$ cat config.mk
export PLATFORM = sky130hd
export DESIGN_NAME = hid_message_reassembler_unit
export DESIGN_NICKNAME = d
export VERILOG_FILES = /design/src/hdl/hmr_pkg.sv /design/src/hdl/hmr_cfg_regs.sv /design/src/hdl/hmr_core.sv /design/src/hdl/hid_message_reassembler_unit.sv
export VERILOG_INCLUDE_DIRS = /design/src /design/src/hdl
export SDC_FILE = /design/constraint.sdc
export NUM_CORES = 1
export LEC_CHECK = 0
export ABC_AREA = 1
export BUFFER_PORTS_ARGS = -buffer_cell sky130_fd_sc_hd__buf_4
export CORE_MARGIN = 2
export CORE_UTILIZATION = 60
export DETAILED_ROUTE_END_ITERATION = 8
export PLACE_DENSITY = 0.81
export SLEW_MARGIN = 15
export SYNTH_ARGS = -nofsm -noshare
export SYNTH_HDL_FRONTEND = slang
export SYNTH_HIERARCHICAL = 1
export SYNTH_SLANG_ARGS = --single-unit
$ cat constraint.sdc
create_clock -name aclk -period 7.4 [get_ports aclk]
set_clock_uncertainty 0.2 [all_clocks]
set_input_delay 1.11 -clock aclk [delete_from_list [all_inputs] [get_ports aclk]]
set_output_delay 1.11 -clock aclk [all_outputs]
set_load 0.01 [all_outputs]
$ cat src/hdl/hid_message_reassembler_unit_assert.svh
// ----------------------------------------------------------------------------
// hid message reassembler assertion macros
// concurrent assertion wrappers, empty when synthesizing
// ----------------------------------------------------------------------------
`ifndef HID_MESSAGE_REASSEMBLER_UNIT_ASSERT_SVH
`define HID_MESSAGE_REASSEMBLER_UNIT_ASSERT_SVH

`ifndef SYNTHESIS

// same-cycle implication, disabled during reset
`define HMR_ASSERT_IMPLIES(name, clk, rst_n, pre, post) \
    name: assert property (@(posedge clk) disable iff (!(rst_n)) (pre) |-> (post)) \
        else $error("hmr assertion failed: same-cycle implication");

// next-cycle implication, disabled during reset
`define HMR_ASSERT_NEXT(name, clk, rst_n, pre, post) \
    name: assert property (@(posedge clk) disable iff (!(rst_n)) (pre) |=> (post)) \
        else $error("hmr assertion failed: next-cycle implication");

`else

`define HMR_ASSERT_IMPLIES(name, clk, rst_n, pre, post)
`define HMR_ASSERT_NEXT(name, clk, rst_n, pre, post)

`endif

`endif

$ cat src/hdl/hmr_pkg.sv
`timescale 1ns / 1ps
// ----------------------------------------------------------------------------
// hmr_pkg
// shared types and constants of the hid message reassembler
// ----------------------------------------------------------------------------
package hmr_pkg;

    localparam logic [31:0] BCAST_CID    = 32'hFFFF_FFFF;
    localparam logic [7:0]  CMD_PING     = 8'h81;
    localparam logic [7:0]  CMD_MSG      = 8'h83;
    localparam logic [7:0]  CMD_INIT     = 8'h86;
    localparam logic [7:0]  CMD_WINK     = 8'h88;
    localparam logic [7:0]  VENDOR_FIRST = 8'hC0;
    localparam logic [5:0]  INIT_CHUNK   = 6'd57;
    localparam logic [5:0]  CONT_CHUNK   = 6'd59;

    localparam logic        U2F_ENABLE_RESET = 1'b1;
    localparam logic [15:0] TIMEOUT_RESET    = 16'd500;
    localparam logic [7:0]  TICK_RESET       = 8'd40;
    localparam logic [7:0]  WALLET_RESET     = 8'd193;

    typedef enum logic [2:0] {
        ACT_NONE  = 3'd0,
        ACT_STORE = 3'd1,
        ACT_DONE  = 3'd2,
        ACT_ERR   = 3'd3,
        ACT_INIT  = 3'd4
    } action_t;

    typedef enum logic [2:0] {
        ERR_NONE    = 3'd0,
        ERR_CMD     = 3'd1,
        ERR_LEN     = 3'd2,
        ERR_SEQ     = 3'd3,
        ERR_TIMEOUT = 3'd4,
        ERR_BUSY    = 3'd5,
        ERR_CID     = 3'd6
    } err_t;

    typedef enum logic [1:0] {
        CFG_U2F_ENABLE = 2'd0,
        CFG_TIMEOUT_MS = 2'd1,
        CFG_TICK_MS    = 2'd2,
        CFG_WALLET_CMD = 2'd3
    } cfg_idx_t;

    typedef struct packed {
        logic        u2f_enable;
        logic [15:0] timeout_ms;
        logic [7:0]  tick_ms;
        logic [7:0]  wallet_cmd;
    } hmr_cfg_t;

    typedef struct packed {
        logic        req_type;
        logic [31:0] frame_cid;
        logic [7:0]  frame_kind;
        logic [15:0] frame_len;
    } hmr_item_t;

    typedef struct packed {
        action_t     action;
        logic [31:0] reply_cid;
        err_t        error_kind;
        logic [12:0] write_offset;
        logic [5:0]  chunk_bytes;
        logic [7:0]  msg_cmd;
        logic [12:0] msg_length;
        logic        flush_replies;
        logic        need_new_cid;
    } hmr_result_t;

endpackage

$ cat src/hdl/hmr_cfg_regs.sv
`timescale 1ns / 1ps
// ----------------------------------------------------------------------------
// hmr_cfg_regs
// configuration register file, written through the cfg channel
// ----------------------------------------------------------------------------
module hmr_cfg_regs (
    input  logic                 aclk,
    input  logic                 aresetn,
    input  logic                 cfg_valid,
    output logic                 cfg_ready,
    input  hmr_pkg::cfg_idx_t    cfg_index,
    input  logic [15:0]          cfg_data,
    output hmr_pkg::hmr_cfg_t    cfg
);
    import hmr_pkg::*;

    hmr_cfg_t cfg_reg;

    // registers are always writable
    assign cfg_ready = 1'b1;
    assign cfg       = cfg_reg;

    always_ff @(posedge aclk) begin
        if (!aresetn) begin
            cfg_reg.u2f_enable <= U2F_ENABLE_RESET;
            cfg_reg.timeout_ms <= TIMEOUT_RESET;
            cfg_reg.tick_ms    <= TICK_RESET;
            cfg_reg.wallet_cmd <= WALLET_RESET;
        end else if (cfg_valid) begin
            case (cfg_index)
                CFG_U2F_ENABLE: cfg_reg.u2f_enable <= cfg_data[0];
                CFG_TIMEOUT_MS: cfg_reg.timeout_ms <= cfg_data;
                CFG_TICK_MS:    cfg_reg.tick_ms    <= cfg_data[7:0];
                CFG_WALLET_CMD: cfg_reg.wallet_cmd <= cfg_data[7:0];
                default: begin
                end
            endcase
        end
    end

endmodule

$ cat src/hdl/hmr_core.sv
`timescale 1ns / 1ps
`include "hid_message_reassembler_unit_assert.svh"
// ----------------------------------------------------------------------------
// hmr_core
// open-message state and the per-frame decision logic
// ----------------------------------------------------------------------------
module hmr_core #(
    parameter int BUFFER_BYTES = 4096
) (
    input  logic                  aclk,
    input  logic                  aresetn,
    input  hmr_pkg::hmr_cfg_t     cfg,
    input  hmr_pkg::hmr_item_t    item,
    input  logic                  step,
    output hmr_pkg::hmr_result_t  result
);
    import hmr_pkg::*;

    localparam logic [15:0] BUF_LEN  = 16'(BUFFER_BYTES);
    localparam logic [13:0] BUF_SUM  = 14'(BUFFER_BYTES);
    localparam logic [12:0] BUF_RECV = 13'(BUFFER_BYTES);

    logic        active_reg,   active_next;
    logic [31:0] channel_reg,  channel_next;
    logic [7:0]  seq_reg,      seq_next;
    logic [12:0] recv_reg,     recv_next;
    logic [12:0] len_reg,      len_next;
    logic [7:0]  cmd_reg,      cmd_next;
    logic [15:0] elapsed_reg,  elapsed_next;

    logic        cid_zero;
    logic        cid_bcast;
    logic        same_cid;
    logic [16:0] elapsed_sum;
    logic [15:0] elapsed_sat;
    logic [13:0] recv_sum;
    logic        do_chunk;
    logic [12:0] chunk_off;
    logic [5:0]  chunk_n;
    logic [7:0]  done_cmd;
    logic [12:0] done_len;
    hmr_result_t res;

    assign cid_zero    = (item.frame_cid == '0);
    assign cid_bcast   = (item.frame_cid == BCAST_CID);
    assign same_cid    = (item.frame_cid == channel_reg);
    assign elapsed_sum = {1'b0, elapsed_reg} + {9'd0, cfg.tick_ms};
    assign elapsed_sat = elapsed_sum[16] ? 16'hFFFF : elapsed_sum[15:0];
    assign recv_sum    = {1'b0, recv_reg} + {8'd0, CONT_CHUNK};

    always_comb begin
        active_next  = active_reg;
        channel_next = channel_reg;
        seq_next     = seq_reg;
        recv_next    = recv_reg;
        len_next     = len_reg;
        cmd_next     = cmd_reg;
        elapsed_next = elapsed_reg;
        res          = '0;
        do_chunk     = 1'b0;
        chunk_off    = '0;
        chunk_n      = '0;
        done_cmd     = '0;
        done_len     = '0;

        if (item.req_type) begin
            // timer tick
            if (active_reg) begin
                elapsed_next = elapsed_sat;
                if (elapsed_sat > cfg.timeout_ms) begin
                    active_next    = 1'b0;
                    seq_next       = '0;
                    recv_next      = '0;
                    len_next       = '0;
                    cmd_next       = '0;
                    res.action     = ACT_ERR;
                    res.reply_cid  = channel_reg;
                    res.error_kind = ERR_TIMEOUT;
                end
            end
        end else if (item.frame_kind[7]) begin
            if (item.frame_kind == CMD_INIT) begin
                if (cid_zero) begin
                    res.action     = ACT_ERR;
                    res.error_kind = ERR_CID;
                end else begin
                    res.action       = ACT_INIT;
                    res.reply_cid    = item.frame_cid;
                    res.need_new_cid = cid_bcast;
                end
                if (same_cid) begin
                    active_next = 1'b0;
                    seq_next    = '0;
                    recv_next   = '0;
                    len_next    = '0;
                    cmd_next    = '0;
                end
            end else if (active_reg) begin
                res.action    = ACT_ERR;
                res.reply_cid = item.frame_cid;
                if (same_cid) begin
                    active_next       = 1'b0;
                    seq_next          = '0;
                    recv_next         = '0;
                    len_next          = '0;
                    cmd_next          = '0;
                    res.error_kind    = ERR_SEQ;
                    res.flush_replies = 1'b1;
                end else begin
                    res.error_kind = ERR_BUSY;
                end
            end else if (cid_bcast || cid_zero) begin
                res.action     = ACT_ERR;
                res.reply_cid  = item.frame_cid;
                res.error_kind = ERR_CID;
            end else if (item.frame_len > BUF_LEN) begin
                res.action     = ACT_ERR;
                res.reply_cid  = item.frame_cid;
                res.error_kind = ERR_LEN;
            end else begin
                // open a new message with the init chunk
                active_next  = 1'b1;
                channel_next = item.frame_cid;
                seq_next     = '0;
                recv_next    = 13'(INIT_CHUNK);
                len_next     = item.frame_len[12:0];
                cmd_next     = item.frame_kind;
                elapsed_next = '0;
                do_chunk     = 1'b1;
                chunk_off    = '0;
                chunk_n      = INIT_CHUNK;
            end
        end else if (active_reg) begin
            // continuation frame
            if (!same_cid) begin
                res.action     = ACT_ERR;
                res.reply_cid  = item.frame_cid;
                res.error_kind = ERR_BUSY;
            end else if (item.frame_kind != seq_reg) begin
                active_next       = 1'b0;
                seq_next          = '0;
                recv_next         = '0;
                len_next          = '0;
                cmd_next          = '0;
                res.action        = ACT_ERR;
                res.reply_cid     = item.frame_cid;
                res.error_kind    = ERR_SEQ;
                res.flush_replies = 1'b1;
            end else if (recv_reg < len_reg && recv_sum <= BUF_SUM) begin
                seq_next  = seq_reg + 8'd1;
                recv_next = recv_sum[12:0];
                do_chunk  = 1'b1;
                chunk_off = recv_reg;
                chunk_n   = CONT_CHUNK;
            end
        end

        if (do_chunk) begin
            res.write_offset = chunk_off;
            res.chunk_bytes  = chunk_n;
            if (recv_next < len_next) begin
                res.action = ACT_STORE;
            end else begin
                // message complete: dispatch decision, then close
                done_cmd       = cmd_next;
                done_len       = len_next;
                res.reply_cid  = channel_next;
                res.msg_cmd    = done_cmd;
                res.msg_length = done_len;
                res.action     = ACT_ERR;
                if (done_cmd < VENDOR_FIRST && !cfg.u2f_enable) begin
                    res.error_kind = ERR_BUSY;
                end else if (done_cmd == CMD_PING || done_cmd == CMD_MSG) begin
                    res.action = ACT_DONE;
                end else if (done_cmd == CMD_WINK) begin
                    if (done_len != '0) begin
                        res.error_kind = ERR_LEN;
                    end else begin
                        res.action = ACT_DONE;
                    end
                end else if (done_cmd == cfg.wallet_cmd) begin
                    res.action = ACT_DONE;
                end else begin
                    res.error_kind = ERR_CMD;
                end
                active_next  = 1'b0;
                seq_next     = '0;
                recv_next    = '0;
                len_next     = '0;
                cmd_next     = '0;
                channel_next = '0;
            end
        end
    end

    assign result = res;

    always_ff @(posedge aclk) begin
        if (!aresetn) begin
            active_reg  <= 1'b0;
            channel_reg <= '0;
            seq_reg     <= '0;
            recv_reg    <= '0;
            len_reg     <= '0;
            cmd_reg     <= '0;
            elapsed_reg <= '0;
        end else if (step) begin
            active_reg  <= active_next;
            channel_reg <= channel_next;
            seq_reg     <= seq_next;
            recv_reg    <= recv_next;
            len_reg     <= len_next;
            cmd_reg     <= cmd_next;
            elapsed_reg <= elapsed_next;
        end
    end

    // an idle reassembler holds no partial message
    `HMR_ASSERT_IMPLIES(a_idle_empty, aclk, aresetn, !active_reg, recv_reg == '0 && len_reg == '0)
    // stored bytes never run past the buffer
    `HMR_ASSERT_IMPLIES(a_recv_bound, aclk, aresetn, active_reg, recv_reg <= BUF_RECV)
    // an open message always sits on a real channel
    `HMR_ASSERT_IMPLIES(a_open_cid, aclk, aresetn, active_reg, channel_reg != '0 && channel_reg != BCAST_CID)

endmodule

$ cat src/hdl/hid_message_reassembler_unit.sv
`timescale 1ns / 1ps
`include "hid_message_reassembler_unit_assert.svh"
// ----------------------------------------------------------------------------
// hid_message_reassembler_unit
// u2f hid frame reassembly: one open channel, one result per frame or tick
// ----------------------------------------------------------------------------
//  channel   direction  ports                        carries
//  s_        in         s_tvalid s_tready s_tdata    frame header or timer tick
//                       s_tuser
//  m_        out        m_tvalid m_tready m_tdata    action, reply channel, error,
//                       m_tuser                      chunk and dispatch info
//  cfg_      in         cfg_valid cfg_ready          register index and value
//                       cfg_index cfg_data
//
//  one transaction per cycle sustained while m_tready is high; an item waits in the
//  input register and its result enters the output register when the item advances
//  aresetn is synchronous, active low: clears channel state and config to defaults
//  an input transaction is taken whenever the input register is empty or moving
//  a stalled result holds in the output register; only m_tready back-pressures
// ----------------------------------------------------------------------------
module hid_message_reassembler_unit #(
    parameter int BUFFER_BYTES = 4096
) (
    input  logic        aclk,
    input  logic        aresetn,
    // input stream
    input  logic        s_tvalid,
    output logic        s_tready,
    input  logic [55:0] s_tdata,    // frame_cid[31:0], frame_kind[39:32], frame_len[55:40]
    input  logic        s_tuser,    // req_type
    // result stream
    output logic        m_tvalid,
    input  logic        m_tready,
    output logic [79:0] m_tdata,    // reply_cid[31:0], error_kind[34:32],
                                    // write_offset[47:35], chunk_bytes[53:48],
                                    // msg_cmd[61:54], msg_length[74:62],
                                    // flush_replies[75], need_new_cid[76], zero[79:77]
    output logic [2:0]  m_tuser,    // action
    // configuration writes
    input  logic        cfg_valid,
    output logic        cfg_ready,
    input  logic [1:0]  cfg_index,
    input  logic [15:0] cfg_data
);
    import hmr_pkg::*;

    hmr_cfg_t    cfg;
    hmr_item_t   item_reg;
    logic        in_valid_reg;
    logic        out_valid_reg;
    hmr_result_t result;
    hmr_result_t result_reg;
    logic        advance;

    hmr_cfg_regs u_cfg (
        .aclk      (aclk),
        .aresetn   (aresetn),
        .cfg_valid (cfg_valid),
        .cfg_ready (cfg_ready),
        .cfg_index (cfg_idx_t'(cfg_index)),
        .cfg_data  (cfg_data),
        .cfg       (cfg)
    );

    // item moves from the input register into the result register
    assign advance  = in_valid_reg && (!out_valid_reg || m_tready);
    assign s_tready = !in_valid_reg || advance;

    always_ff @(posedge aclk) begin
        if (!aresetn) begin
            in_valid_reg <= 1'b0;
        end else if (s_tready) begin
            in_valid_reg <= s_tvalid;
        end
    end

    // payload capture, no reset needed
    always_ff @(posedge aclk) begin
        if (s_tvalid && s_tready) begin
            item_reg.req_type   <= s_tuser;
            item_reg.frame_cid  <= s_tdata[31:0];
            item_reg.frame_kind <= s_tdata[39:32];
            item_reg.frame_len  <= s_tdata[55:40];
        end
    end

    // channel state and decision logic; state commits when the item advances
    hmr_core #(
        .BUFFER_BYTES (BUFFER_BYTES)
    ) u_core (
        .aclk    (aclk),
        .aresetn (aresetn),
        .cfg     (cfg),
        .item    (item_reg),
        .step    (advance),
        .result  (result)
    );

    always_ff @(posedge aclk) begin
        if (!aresetn) begin
            out_valid_reg <= 1'b0;
        end else if (advance) begin
            out_valid_reg <= 1'b1;
        end else if (m_tready) begin
            out_valid_reg <= 1'b0;
        end
    end

    always_ff @(posedge aclk) begin
        if (advance) begin
            result_reg <= result;
        end
    end

    assign m_tvalid = out_valid_reg;
    assign m_tuser  = result_reg.action;
    assign m_tdata  = {3'b000,
                       result_reg.need_new_cid,
                       result_reg.flush_replies,
                       result_reg.msg_length,
                       result_reg.msg_cmd,
                       result_reg.chunk_bytes,
                       result_reg.write_offset,
                       result_reg.error_kind,
                       result_reg.reply_cid};

    // every error result names its error
    `HMR_ASSERT_IMPLIES(a_err_named, aclk, aresetn, out_valid_reg && result_reg.action == ACT_ERR, result_reg.error_kind != ERR_NONE)
    // a fresh channel is only requested by a channel-init reply
    `HMR_ASSERT_IMPLIES(a_new_cid_init, aclk, aresetn, out_valid_reg && result_reg.need_new_cid, result_reg.action == ACT_INIT)
    // an advancing item always lands in the result register
    `HMR_ASSERT_NEXT(a_advance_lands, aclk, aresetn, advance, out_valid_reg)

endmodule
# [After elaboration in Yosys (flattened, before gate mapping)]
# Cells that the tools add are included.
[classes] n_addsub=3 n_mul=0 n_div=0 magnitude_cmp=6 n_eq_ne=16 n_shift=0 mux=151 n_bitwise=6 reduce_logical=25
[ops] cell="$mux W13" n=35
[ops] cell="$mux W38" n=8
[ops] cell="$mux W32" n=9
[ops] cell="$mux W8" n=29
[ops] cell="$mux W16" n=8
[ops] cell="$mux W37" n=3
[ops] cell="$mux W78" n=1
[ops] cell="$mux W6" n=10
[ops] cell="$mux W1" n=35
[ops] cell="$mux W35" n=1
[ops] cell="$mux W3" n=11
[ops] cell="$eq A32 B32 Y1" n=1
[ops] cell="$eq A32 B32 Y1 const B" n=1
[ops] cell="$eq A8 B8 Y1 const B" n=4
[ops] cell="$logic_not A32 Y1" n=1
[ops] cell="$lt A13 B13 Y1" n=2
[ops] cell="$mux W21" n=1
[ops] cell="$add A16 B8 Y17" n=1
[ops] cell="$gt A16 B13 Y1 const B" n=1
[ops] cell="$gt A16 B16 Y1" n=1
[ops] cell="$add A13 B6 Y14 const B" n=1
[ops] cell="$le A14 B13 Y1 const B" n=1
[ops] cell="$reduce_bool A13 Y1" n=1
[ops] cell="$add A8 B1 Y8 const B" n=1
[ops] cell="other kinds (18)" n=40
[word_totals] reg_bits=263 latch_bits=0 ramBits=0 romBits=0 inputBits=80 output_inout_bits=86 word_cells=233 n_memories=0

# [Logic depth before layout (Yosys ltp)]
[depth] word_depth=14 depth_mapped=48 mapped_depth_nobuf=45

# [By module]
# The synthesis kept the hierarchy.
[modules_own_cells] mod="hmr_core" n_inst=1 cells_per_inst=1962 area_per_inst_um2=10777.8 seq_area_each_um2=1821.7
[modules_own_cells] mod="hid_message_reassembler_unit" n_inst=1 cells_per_inst=154 area_per_inst_um2=4235.3 seq_area_each_um2=4154.0
[modules_own_cells] mod="hmr_cfg_regs" n_inst=1 cells_per_inst=196 area_per_inst_um2=1340.0 seq_area_each_um2=660.6

# [Worst setup path before layout]
# Ideal clock, no wire load.
[synth_path] path_type="in2reg" start="input m_tready" end="register u_core.elapsed_reg[11]" setup_time_ps=134 arrival_ps=6276 path_slack_ps=791 path_stages=9 path_cell_list="inv_1 a21oi_1 clkbuf_1 inv_2 nor2_1 o2111ai_1 clkbuf_1 nand2_1 a21oi_1"
[synth_between] elab_chain_cells=3
[synth_rtl] element="start: declaration" line="hid_message_reassembler_unit.sv:33" rtl="input logic m_tready,"
[synth_rtl] element="$logic_or A1 B1 Y1" line="hid_message_reassembler_unit.sv:66" rtl="assign advance = in_valid_reg && (!out_valid_reg || m_tready);"
[synth_rtl] element="$logic_and A1 B1 Y1" line="hid_message_reassembler_unit.sv:66"
[synth_rtl] element="named net advance" line="hid_message_reassembler_unit.sv:53" rtl="logic advance;"
[synth_rtl] element="$reduce_and A7 Y1 (no source line)"
[synth_rtl] element="end signal: assignment" line="hmr_core.sv:214" rtl="elapsed_reg <= elapsed_next;"
[synth_rtl] element="end: declaration" line="hmr_core.sv:29" rtl="logic [15:0] elapsed_reg, elapsed_next;"
# The timed path passes the listed nets, and every way through them passes these cells.
# A chain may end at the register's enable or synchronous reset.

==> flow_metrics.py <==
metrics = {
    "floorplanning": {
        "num_rows": 60,
        "die_h_um": 169,
        "start_util": 0.608,
        "pin_count": 166,
        "die_area_mm2": 0.0286,
        "dieWidth_um": 169,
        "core_mm2": 0.0269,
    },
    "power_and_ir_drop": {
        "p_sw_w": 0.000976,
        "p_clk_frac": 0.391,
        "peakVddDrop_mv": 0.173,
        "p_int_w": 0.00254,
        "p_leak_nw": 8.19,
        "p_comb_frac": 0.140,
        "pwr-share-seq": 0.469,
        "p_per_area_mw_per_mm2": 190,
        "p_sw_frac": 0.278,
    },
    "final_layout": {
        "largest_register_ffs": 77,
        "utilization": 0.690,
        "areaGrowthSynthToFinish_pct": 13.4,
        "fin_nets": 2540,
        "fillers": 2270,
        "drive_above_1_share": 0.138,
    },
    "timing": {
        "postLayoutSetupSlackWorst_ns": 0.784,
        "fin_crit_sh": 0.894,
        "clock.fmax_mhz": 151,
        "fin_crit_ns": 6.62,
        "slew_headroom": 0.236,
        "rsz0062_at_grt": "false",
        "finalMaxSlewViolations": 0,
        "hold_viol": 0,
        "final-setup-viol-count": 0,
        "worst_pin_slew_ns": 1.15,
        "tns_ns": 0,
    },
    "place": {
        "io_buffers": 161,
        "dpl.hpwl_um": 33200,
        "place_congestion": 0.997,
        "place_ws_ns": 0.335,
    },
    "synthesis": {
        "avgSynthCellArea_um2": 7.07,
        "synthesis.area_mm2": 0.0164,
        "ys_types": 55,
        "ys_async_sr_fraction": 0,
        "synth_warnings": 6,
        "synth_ff_type": "edfxtp_1",
        "ys_seq_area_frac": 0.406,
        "synth_edf_count": 137,
        "synthCells": 2312,
        "synth-seq-cells": 263,
    },
    "drt": {
        "drtPass1Iterations": 7,
        "avgRoutedWirePerCell_um": 17.3,
        "num_vias": 16000,
        "vias_per_cell": 5.77,
        "finalWirelength_um": 47900,
        "postRouteAntennaNets": 0,
        "drc_errors": 0,
        "drt-initial-drc-count": 1835,
    },
    "setup_path": {
        "path_class": "register to register",
        "end_kind": "register",
        "worstPathMaxFanout": 35,
        "critPathBufInv": 7,
        "cp_slowest_cell": "ha_1",
        "critical-path-top-delay-family": "simple AND/OR/NAND/NOR gates",
        "path_common_cell": "nand2_1",
        "crit_arrival_ns": 6.73,
        "required_ns": 7.52,
        "critPathLaunchType": "register",
        "cpPeakStageDelay_ns": 0.40,
    },
    "global_routing": {
        "grt_pass1_vias": 14500,
        "antenna_found_initial": 0,
        "grt.total_usage": 0.330,
        "grt_overflow": 0,
        "grt_max_degree": 84,
        "grt_pass1_wl_um": 76000,
    },
    "cts": {
        "clkTransAtPathRegs_ns": 0.06,
        "htreeDepth": 1,
        "clkSinkCount": 263,
        "clk_latency_ns": 0.56,
        "clock_path_buffers": 3,
        "cts_tree": "done",
        "cts_buffers": 28,
        "cts_root_buf": "clkbuf_16",
    },
    "worst_hold_path": {
        "hold_path.class": "register to register",
    },
    "flow_run": {
        "cap_viol_max_count": 0,
    },
    "outcome": {
        "status": "complete, no violations",
    },
}
timing repair:
action                     CTS  global route
hold buffers                 0             0
resized for setup            0             8
setup endpoints to repair    0           133
buffers inserted             0             0
worst paths after layout:
path         slack [ns]                                  to                          startpoint  depth (start not counted)
max                0.78               m_tdata[32]$_DFFE_PP_           u_cfg/cfg[8]$_SDFFE_PN0P_                         39
min reg2reg        0.27  u_core/elapsed_reg[0]$_SDFFE_PN0P_  u_core/elapsed_reg[0]$_SDFFE_PN0P_                          2
min                0.27  u_core/elapsed_reg[0]$_SDFFE_PN0P_  u_core/elapsed_reg[0]$_SDFFE_PN0P_                          2
max reg2reg        0.78               m_tdata[32]$_DFFE_PP_           u_cfg/cfg[8]$_SDFFE_PN0P_                         39
tightest hold or removal path, stage by stage, from the launching register on:
cell     delay, ns
dfxtp_1       0.31
nand2_1       0.06
a21oi_1       0.06
cells in the final DEF (no fill, tap or decap), types with 27 or more instances in the layout:
master and instances:
nand2_1 695, nor2_1 256, inv_1 253, buf_4 183, nand3_1 155, edfxtp_1 137
a21oi_1 127, dfxtp_1 126, o21ai_0 112, nand4_1 52, ha_1 47, a32oi_1 32
clkbuf_16 30, inv_2 27
layout make-up:
class / count / area [um2] / area share
repair buffers: 185 / 1410 / 0.0758
diodes: 1 / 2.50 / 0.000135
clock inverters: 16 / 105 / 0.00567
flip-flops and latches: 263 / 6640 / 0.358
inverters: 284 / 1070 / 0.0576
clock buffers: 36 / 813 / 0.0439
well taps: 341 / 427 / 0.0230
multi-input cells: 1650 / 8080 / 0.436
synth_stat cells, drive strengths merged, types with 2 or more instances:
library cell  instances  area [um2]
xor2                  5        43.8
nand3               165         883
inv                 281        1050
ha                   47         588
a211oi                5        37.5
dfxtp               126        2520
nand3b                2        15.0
a21boi                2        18.8
o21ai               121         606
o21bai                3        22.5
clkinv                3        11.3
clkbuf               70         267
xnor2                 8        70.1
o31ai                 2        15.0
o22ai                 2        12.5
mux2i                 6        60.1
a21oi               150         833
or2                   3        18.8
a31oi                11        68.8
a32oi                32         280
nor2                264        1030
nor4                  4        25.0
o21a                  3        22.5
o211ai                9        67.6
edfxtp              137        4110
nand4                53         347
conb                  3        11.3
buf                  47         348
nand2               723        2790
nor3                 16        80.1
o2111ai               2        17.5
metrics by stage:
step                      instance area, um2  hold slack (ns)  total power [W]  cells
after floorplan                        16400            0.230          0.00199   2314
after global placement                 17600            0.255          0.00214   2723
after detailed placement               17600            0.263          0.00215   2723
after CTS                              18500            0.273          0.00352   2775
after global routing                   18500            0.281          0.00365   2775
final                                  18500            0.272          0.00351   2776
power groups by stage:
stage | clock network (W) | registers (W) | logic [W]
2_1_floorplan | 0 | 0.00167 | 0.000321
3_3_place_gp | 0 | 0.00168 | 0.000470
3_5_place_dp | 0 | 0.00168 | 0.000478
4_1_cts | 0.00139 | 0.00165 | 0.000482
5_1_grt | 0.00145 | 0.00165 | 0.000543
6_report | 0.00137 | 0.00165 | 0.000493
routing by layer:
| layer | part of all wire | up-vias | routed length, um | GRT usage |
|---|---|---|---|---|
| met3 | 0.094 | 141 | 4510 | 0.0519 |
| li1 | - | 7751 | - | - |
| met5 | 0 | - | 0 | 0 |
| met4 | 0.043 | 0 | 2070 | 0.133 |
| met1 | 0.41 | 7298 | 19800 | 0.450 |
| met2 | 0.45 | 817 | 21600 | 0.530 |
cell families (layout without fill, tap and decap cells):
group | count (synthesis) | after routing | synth area share
compound gates | 348 | 348 | 0.126
xor+xnor | 13 | 13 | 0.00696
fa+ha+maj | 48 | 48 | 0.0372
buf+inv | 401 | 521 | 0.103
flops | 263 | 263 | 0.406
mux | 6 | 6 | 0.00367
other cells | 3 | 6 | 0.000689
simple gates | 1230 | 1230 | 0.317
No activity file was read; power rests on OpenSTA's default activity.
